File: src/hw/rtl/assert_macros.svh
// ----------------------------------------------------------------------------
// Assertion macros shared by the RTL
// ----------------------------------------------------------------------------
`ifndef ASSERT_MACROS_SVH
`define ASSERT_MACROS_SVH

// Property holds at every edge outside reset
`define GMCP_ASSERT(name, clk, rst_n, prop) \
	name: assert property (@(posedge clk) disable iff (!rst_n) (prop)) \
		else $error("assertion failed");

// Condition never holds outside reset
`define GMCP_NEVER(name, clk, rst_n, cond) \
	name: assert property (@(posedge clk) disable iff (!rst_n) !(cond)) \
		else $error("forbidden condition seen");

`endif

File: src/hw/rtl/gmcp_pkg.sv
// ----------------------------------------------------------------------------
// gmcp_pkg
// Shared constants and controller/datapath interface types.
// ----------------------------------------------------------------------------
package gmcp_pkg;

	localparam int DEF_MAX_ROWS = 64;
	localparam int DEF_MAX_COLS = 64;
	localparam int HEIGHT_W     = 4;
	localparam int HEIGHT_MAX   = (1 << HEIGHT_W) - 1;
	localparam int COST_W       = 11;
	localparam int COST_SAT     = (1 << COST_W) - 1;
	localparam int CFG_W        = 7;
	localparam int CFG_IDX_W    = 1;

	// register indexes
	localparam logic [CFG_IDX_W-1:0] REG_ROW_COUNT = 1'd0;
	localparam logic [CFG_IDX_W-1:0] REG_COL_COUNT = 1'd1;

	// per-cell relax sequence
	localparam int STEP_W = 3;
	localparam logic [STEP_W-1:0] STEP_SELF  = 3'd0;
	localparam logic [STEP_W-1:0] STEP_UP    = 3'd1;
	localparam logic [STEP_W-1:0] STEP_RIGHT = 3'd2;
	localparam logic [STEP_W-1:0] STEP_DOWN  = 3'd3;
	localparam logic [STEP_W-1:0] STEP_LEFT  = 3'd4;
	localparam logic [STEP_W-1:0] STEP_DONE  = 3'd5;

	typedef struct packed {
		logic              load_wr;
		logic              init_start;
		logic              init_wr;
		logic              sweep_start;
		logic              sweep;
		logic [STEP_W-1:0] step;
		logic              cell_next;
		logic              capture;
	} gmcp_cmd_t;

	typedef struct packed {
		logic at_last;
		logic changed;
		logic out_busy;
	} gmcp_stat_t;

endpackage

File: src/hw/rtl/gmcp_ctrl.sv
// ----------------------------------------------------------------------------
// gmcp_ctrl
// Sequencer: load, distance init, relax sweeps to a fixed point, result.
// ----------------------------------------------------------------------------
module gmcp_ctrl import gmcp_pkg::*; (
	input  logic       clk,
	input  logic       arst_n,
	input  logic       in_valid,
	input  logic       last_cell,
	output logic       in_ready,
	input  gmcp_stat_t stat,
	output gmcp_cmd_t  cmd
);

	typedef enum logic [2:0] {
		ST_LOAD,
		ST_INIT,
		ST_SWEEP,
		ST_FETCH,
		ST_CAPTURE
	} state_t;

	state_t            state_q;
	logic [STEP_W-1:0] step_q;
	logic              cell_end;

	assign in_ready = (state_q == ST_LOAD);
	assign cell_end = (state_q == ST_SWEEP) && (step_q == STEP_DONE);

	// command decode
	always_comb begin
		cmd             = '0;
		cmd.load_wr     = in_ready && in_valid;
		cmd.init_start  = in_ready && in_valid && last_cell;
		cmd.init_wr     = (state_q == ST_INIT);
		cmd.sweep_start = ((state_q == ST_INIT) && stat.at_last)
			|| (cell_end && stat.at_last && stat.changed);
		cmd.sweep       = (state_q == ST_SWEEP);
		cmd.step        = step_q;
		cmd.cell_next   = cell_end && !stat.at_last;
		cmd.capture     = (state_q == ST_CAPTURE) && !stat.out_busy;
	end

	// state and step counter
	always_ff @(posedge clk or negedge arst_n) begin
		if (!arst_n) begin
			state_q <= ST_LOAD;
			step_q  <= STEP_SELF;
		end else begin
			case (state_q)
				ST_LOAD: begin
					if (in_valid && last_cell) state_q <= ST_INIT;
				end
				ST_INIT: begin
					step_q <= STEP_SELF;
					if (stat.at_last) state_q <= ST_SWEEP;
				end
				ST_SWEEP: begin
					if (step_q == STEP_DONE) begin
						step_q <= STEP_SELF;
						if (stat.at_last && !stat.changed) state_q <= ST_FETCH;
					end else begin
						step_q <= step_q + STEP_W'(1);
					end
				end
				ST_FETCH: state_q <= ST_CAPTURE;
				ST_CAPTURE: begin
					if (!stat.out_busy) state_q <= ST_LOAD;
				end
				default: state_q <= ST_LOAD;
			endcase
		end
	end

endmodule

File: config.mk
export PLATFORM = sky130hd
export DESIGN_NAME = gmcp_ctrl
export DESIGN_NICKNAME = d
export VERILOG_FILES = /design/src/hw/rtl/assert_macros.svh /design/src/hw/rtl/gmcp_pkg.sv /design/src/hw/rtl/gmcp_ctrl.sv
export SDC_FILE = /design/constraint.sdc
export NUM_CORES = 1
export LEC_CHECK = 0
export ABC_AREA = 1
export BUFFER_PORTS_ARGS = -buffer_cell sky130_fd_sc_hd__buf_4
export CORE_AREA = 2 2 39 41
export CTS_CLUSTER_SIZE = 10
export DETAILED_ROUTE_END_ITERATION = 16
export DIE_AREA = 0 0 41 43
export GPL_TIMING_DRIVEN = 0
export PLACE_DENSITY = 0.63
export SLEW_MARGIN = 5
export SYNTH_ARGS = -nofsm -noshare
export SYNTH_HDL_FRONTEND = slang
export SYNTH_SLANG_ARGS = --single-unit
File: constraint.sdc
create_clock -name clk -period 1.7 [get_ports clk]
set_input_delay 0.34 -clock clk [delete_from_list [all_inputs] [get_ports clk]]
set_output_delay 0.34 -clock clk [all_outputs]
set_load 0.03 [all_outputs]
# Word level (Yosys, flattened, before mapping)
# Cells that the tools add are included.
[totals]
inputBits = 7
word_cells = 38
register_bits = 6
[classes]
n_mux = 8
reduce_logical = 17
n_eq_ne = 10
addsub = 1
[ops]
columns = ["operator", "count"]
rows = [
  ["$mux W3", 6],
  ["$pmux W3 S5", 1],
  ["$logic_and A1 B1 Y1", 10],
  ["$eq A3 B2 Y1 const B", 2],
  ["$eq A3 B3 Y1 const B", 2],
  ["$ne A2 B1 Y1 const B", 3],
  ["$pmux W3 S2", 1],
  ["$reduce_and A5 Y1", 1],
  ["$ne A2 B2 Y1 const B", 2],
  ["$add A3 B1 Y3 const B", 1],
  ["$eq A3 B1 Y1 const B", 1],
  ["$logic_not A1 Y1", 3],
  ["$logic_not A3 Y1", 1],
  ["$reduce_bool A2 Y1", 1],
  ["$logic_or A1 B1 Y1", 1],
]

# Logic depth before layout (Yosys ltp)
# Gate-level depths: netlist of the first run.
[logic_depth]
word_depth = 5
depth_mapped = 6
mapped_depth_nobuf = 6

# Worst setup path after synthesis of the first run
# No wires, ideal clock.
[synth_path]
path_type = "register -> output"
startpoint = "reg state_q[2]"
endpoint = "out cmd[8] (netlist bit)"
required_ns = 1.360
setup_slack_ns = -0.144
t_arrival_ns = 1.504
path_stages_with_launch = 6
path_cell_list = "dfrtp_1 > inv_1 > nand2_1 > nor2_1 > inv_1 > nor2_1"
[synth_rtl]
columns = ["element", "line_no", "text"]
rows = [
  ["start: declaration", "gmcp_ctrl.sv:23", "state_t state_q;"],
  ["start signal: assignment", "gmcp_ctrl.sv:47", "state_q <= ST_LOAD;"],
  ["start signal: assignment", "gmcp_ctrl.sv:52", "if (in_valid && last_cell) state_q <= ST_INIT;"],
  ["start signal: assignment", "gmcp_ctrl.sv:56", "if (stat.at_last) state_q <= ST_SWEEP;"],
  ["end: declaration", "gmcp_ctrl.sv:12", "output gmcp_cmd_t cmd"],
]

==> results.md, run 1 <==
* Outcome: complete, no violations
* Core Area at ~1400 sq um
* Commonest non-fill, non-tap cell in the layout: buf_4
* Worst path cell trace: nor2_2 > nand2_2 > buf_4 > nor3_2 > buf_4
* Ratio of cells with drive above 1 in the final layout at 0.446
* Largest net degree at the start of global routing at 7
* Final Cell Area at 636 sq um
* Cells after Synth at 57
* Top Family by Delay on Critical Path: flip-flops
* Critical Path End Type: output pin
* Total CTS buffers at 3
* Clk_skew at ~2.8 ps
* CP max-delay cell: dfrtp_1
* Slew margin rel. at 0.840
* Layout area overhead at 58.8%
* Final max-slew violation count at 0
* Number of max-cap violations at 0
* Minimum clock period at approximately 1700 ps
* Via density at 4.60
* Fin crit share at 0.987
* Maximum VDD drop at 895 uV
* Clock tree buffer depth at 2
* Sw Pwr at between 0.0005 and 0.0006 W
* CTS tree: built
* Final Hold Vio Count at 0
* DRT antenna net count at 0
* Clock sink count at 6
* Setup CP Type: reg -> out
* Die area at around 1800 sq um
* Die extent in y at 43 um
* Dpl ws at just under 200 ps
* Clock Power Share at 0.111
* Flop pwr share at 0.230
* Grt total ovfl at 0
* Die Wd at approximately 40 um
* Syn avg cell area at 7.02 sq um
* # setup viols final at 0
* RSZ-0062 raised after global routing: true
* CP dominant cell by count: buf_4
* CP max FO at 5
* Worst-Margin Slew at around 240 ps
* CP Launch Type: flip-flop
* Pwr Density at 1770 nW/um^2
* Aggregate routed wire length at roughly 940 um
* Yosys warnings at 0
* Post-Synthesis Cell Area at 400 sq um
* Final Net Count at a little over 90
* Synth Register Bits at 6
* Data required, critical path at roughly 1400 ps
* # DRC at 0
* # IOs at 18
* Routed vias at ~460
* First-pass GRT wire length at 1480 um
* Crit-path max cell delay at 420 ps
* Post-route setup TNS at 0 ps
* Final HPWL DP at roughly 700 um
* Most frequent cells in the layout: 21 x buf_4, 13 x nand2_1, 11 x inv_1, 6 x dfrtp_1
* GPL Wtd Cong at ~0.78
* Gr usage total at 0.125
* Combinational share of power at 0.659
* Clk slew on worst S/H paths at 40 ps
* Antenna violations before repair at 0
* H-tree depth at 1
* Drt pass-1 iters at 3
* Antenna Cells at 0
* Clk root buf: clkbuf_4
* Post-synthesis sequential area ratio at 0.375
* Number of port buffers at 17
* Vias in the first global route at 386
* Final setup margin at between 20 and 25 ps
* Buffer and inverter count on the worst path at 2
* Starting DRC count in detailed routing at 9
* WL/cell at roughly 9.5 um
* Worst skew pair latency at between 200 and 250 ps
* Post-Syn Nets at between 60 and 70
* Worst path arrival time at between 1000 and 1500 ps
* # rows at 14
* Fmax at 596 MHz
* Static Leak at between 0.3 and 0.4 nW
* Sw Share at 0.496
* Yosys cell types at 17
* Worst hold path type: in -> reg
* DP Area at 562 sq um
* Internal power at between 0.0005 and 0.0006 W
* Initial core utilization at 0.289
-- worst paths after layout --
check	start	endpoint	slack, ps	cells past startpoint
min in group asynchronous	arst_n	state_q[1]	440	2
hold reg to reg	state_q[2]	state_q[2]	550	1
setup reg to reg	state_q[0]	state_q[0]	450	7
hold / removal	stat[1]	state_q[1]	370	3
max in group asynchronous	arst_n	step_q[1]	1140	2
setup / recovery	state_q[0]	cmd[1]	20	5
-- metal layers --
metal,track usage,share of wire
met5,0,0
met4,0.0600,0
met3,0.0471,0.069
met2,0.175,0.49
met1,0.162,0.44
-- repair_timing --
item | 4_1_cts | 5_1_grt
hold buffers | 1 | 0
resized for setup | 0 | 1
buffers inserted | 3 | 2
hold endpoints to repair | 6 | 0
setup endpoints to repair | 1 | 2
pin swaps | 1 | 1
-- stage by stage --
| step | utilization | std cells | total power, W | hold slack, ps |
|---|---|---|---|---|
| after floorplan | - | 57 | 0.000713 | 44.4 |
| after global placement | 0.406 | 90 | 0.000914 | 148 |
| after detailed placement | 0.406 | 90 | 0.000920 | 148 |
| after CTS | 0.446 | 97 | 0.00110 | 365 |
| after global routing | 0.459 | 99 | 0.00123 | 383 |
| final | 0.459 | 99 | 0.00112 | 368 |
-- state kept, by name (all words and copies together), names as in the netlist --
name     flops
state_q      3
step_q       3
-- synthesized netlist by cell type --
cell	instances	area share
o22ai_1	1	0.016
nor3_1	1	0.012
nor2_2	1	0.016
inv_4	1	0.016
nand2_1	13	0.12
nand3_1	4	0.050
a2bb2oi_2	1	0.037
a21oi_1	1	0.012
dfrtp_1	6	0.37
o31ai_1	2	0.037
nor2_1	6	0.056
nand3_2	1	0.025
nand2_2	4	0.062
nor4_1	1	0.016
inv_1	11	0.10
nand4_1	2	0.031
o21ai_0	1	0.012
-- power by group through the flow --
stage | Combinational (W) | Clock, W | Sequential, W
after global routing | 0.000813 | 0.000147 | 0.000269
after CTS | 0.000707 | 0.000132 | 0.000256
after global placement | 0.000657 | 0 | 0.000257
after detailed placement | 0.000662 | 0 | 0.000258
after floorplan | 0.000423 | 0 | 0.000291
final | 0.000741 | 0.000124 | 0.000259
-- tightest hold or removal path: cells and delay by family --
family / cells / cell delay [ps]
and+or+nand+nor: 1 / 70
AOI/OAI and AO/OA: 1 / 70
buffers and inverters: 1 / 90
-- layout make-up --
cell class	instances	area, sq um
Clock buffer	3	22.5
Fill cell	145	748
Inverter	12	47.5
Multi-Input combinational cell	39	216
Sequential cell	6	150
Tap cell	16	20.0
Timing Repair Buffer	23	179
-- cell families after synthesis --
group,synth area share
AOI/OAI and AO/OA,0.116
DFF,0.375
buffers and inverters,0.119
and+or+nand+nor,0.391
Power figures use the tool's default switching activity.
==> inputs of run 2 (changes only) <==
--- a/config.mk
+++ b/config.mk
@@ -13,6 +13,7 @@
 export DIE_AREA = 0 0 41 43
 export GPL_TIMING_DRIVEN = 0
 export PLACE_DENSITY = 0.63
+export SETUP_SLACK_MARGIN = 0.4
 export SLEW_MARGIN = 5
 export SYNTH_ARGS = -nofsm -noshare
 export SYNTH_HDL_FRONTEND = slang
==> results.md, run 2 (synthesis results as in run 1) <==
* Aggregate routed wire length at approximately 1100 um
* Setup CP Type: reg -> out
* Worst hold path type: in -> reg
* Clk root buf: clkbuf_4
* Core Area at between 1000 and 1500 sq um
* Antenna Cells at 0
* Final Net Count at between 90 and 100
* Combinational share of power at 0.705
* Clk slew on worst S/H paths at 40 ps
* Final setup margin at a little under 60 ps
* Vias in the first global route at approximately 440
* RSZ-0062 raised after global routing: true
* Final Hold Vio Count at 0
* Largest net degree at the start of global routing at 7
* Sw Pwr at 0.000704 W
* Fmax at slightly above 600 MHz
* Maximum VDD drop at 975 uV
* Final HPWL DP at 724 um
* Buffer and inverter count on the worst path at 2
* Final max-slew violation count at 0
* Worst path arrival time at around 1300 ps
* Worst skew pair latency at 250 ps
* Ratio of cells with drive above 1 in the final layout at 0.667
* CP Launch Type: flip-flop
* Top Family by Delay on Critical Path: flip-flops
* Clock tree buffer depth at 2
* Fillers at approximately 130
* Via density at 4.65
* Wire length on met3 at between 70 and 80 um
* Worst path cell trace: nor2_4 > nand2_4 > clkinv_4 > nand3_4 > a21oi_4 > buf_6
* Initial core utilization at 0.289
* Routed wl met2 at 565 um
* Post-route setup TNS at 0 ps
* Fin crit share at 0.965
* Layout area overhead at 101%
* DR top layer: met4
* Clk_skew at around 1.1 ps
* Post-layout util at 0.581
* # rows at 14
* # IOs at 18
* Slew margin rel. at 0.858
* Static Leak at just under 0.4 nW
* WL/cell at 10.3 um
* Commonest non-fill, non-tap cell in the layout: buf_4
* M1 wire length at between 400 and 500 um
* Starting DRC count in detailed routing at 8
* Routed vias at 493
* Grt total ovfl at 0
* # DRC at 0
* Minimum clock period at about 1600 ps
* Most frequent cells in the layout: 20 x buf_4, 11 x nand2_1, 8 x buf_6, 6 x inv_1
* First-pass GRT wire length at 1780 um
* Number of max-cap violations at 0
* Gr usage total at 0.152
* Die Wd at 41 um
* Critical Path End Type: output pin
* H-tree depth at 1
* Outcome: complete, no violations
* Data required, critical path at 1360 ps
* Total CTS buffers at 3
* Antenna violations before repair at 0
* Flop pwr share at 0.196
* Sw Share at 0.486
* GPL Wtd Cong at roughly 0.67
* Drt pass-1 iters at 2
* Clock Power Share at 0.100
* Die area at around 1800 sq um
* CP max FO at 3
* Die extent in y at around 43 um
* Internal power at 0.000744 W
* DRT antenna net count at 0
* Number of port buffers at 17
* Dpl ws at roughly 150 ps
* Largest regs: state_q x3, step_q x3
* CP max-delay cell: dfrtp_1
* Pwr Density at 1800 nW/um^2
* PnR Total Power at 0.00145 W
* Worst-Margin Slew at 211 ps
* CTS tree: built
* Clock sink count at 6
* Crit-path max cell delay at ~420 ps
* # setup viols final at 0
-- run 2: changes by cell type in the layout (fill, tap and decap cells not counted), sizes merged --
cell,before,now
buf,22,28
clkbuf,3,4
clkinv,0,1
inv,12,11
-- run 2: layout make-up --
| type | instances | area [sq um] | share of cell area |
|---|---|---|---|
| Timing Repair Buffer | 29 | 250 | 0.311 |
| Multi-Input combinational cell | 39 | 302 | 0.375 |
| Sequential cell | 6 | 156 | 0.194 |
| Tap cell | 16 | 20.0 | 0.0249 |
| Clock buffer | 4 | 26.3 | 0.0327 |
| Inverter | 12 | 50.0 | 0.0622 |
-- run 2: layer usage --
layer,vias up,global-route usage
met2,17,0.225
met4,0,0.0600
met5,-,0
met1,223,0.185
li1,250,-
met3,3,0.0681
-- run 2: path summary, 6_finish.rpt --
check                           start         end  slack (ps)  cells past startpoint
setup / recovery           state_q[2]      cmd[6]          60                      6
hold / removal                stat[1]  state_q[1]         360                      3
setup reg to reg           state_q[2]  state_q[1]         450                      8
hold reg to reg             step_q[2]   step_q[2]         570                      1
max in group asynchronous      arst_n   step_q[2]        1150                      2
min in group asynchronous      arst_n  state_q[2]         430                      2
-- run 2: what timing repair did --
item                                   in CTS  in global routing
hold buffers                                1                  0
resized for setup                          16                  9
setup endpoints to repair                   8                  9
pin swaps                                   4                  4
endpoints found under the hold margin       6                  0
buffers inserted                            7                  4
-- run 2: metrics by stage --
step	cell area [sq um]	hold WS, ps	instances
6_report	805	361	106
5_1_grt	805	366	106
4_1_cts	752	364	102
3_5_place_dp	613	148	90
3_3_place_gp	613	148	90
2_1_floorplan	465	44.4	57
-- run 2: power groups by stage --
| stage | sequential [W] | clock, W | combinational [W] |
|---|---|---|---|
| 3_5_place_dp | 0.000272 | 0 | 0.000712 |
| 4_1_cts | 0.000278 | 0.000146 | 0.000899 |
| 6_report | 0.000283 | 0.000144 | 0.00102 |
| 3_3_place_gp | 0.000272 | 0 | 0.000712 |
| 2_1_floorplan | 0.000303 | 0 | 0.000475 |
| 5_1_grt | 0.000291 | 0.000161 | 0.00111 |
-- run 2: worst reg2reg max path, cell delays in order (launching register included) --
cell	delay (ps)
dfrtp_1	420
nor2_4	160
nand2_4	90
clkinv_4	70
buf_6	100
buf_4	110
nand2_2	60
nand4_1	80
nand2_1	60
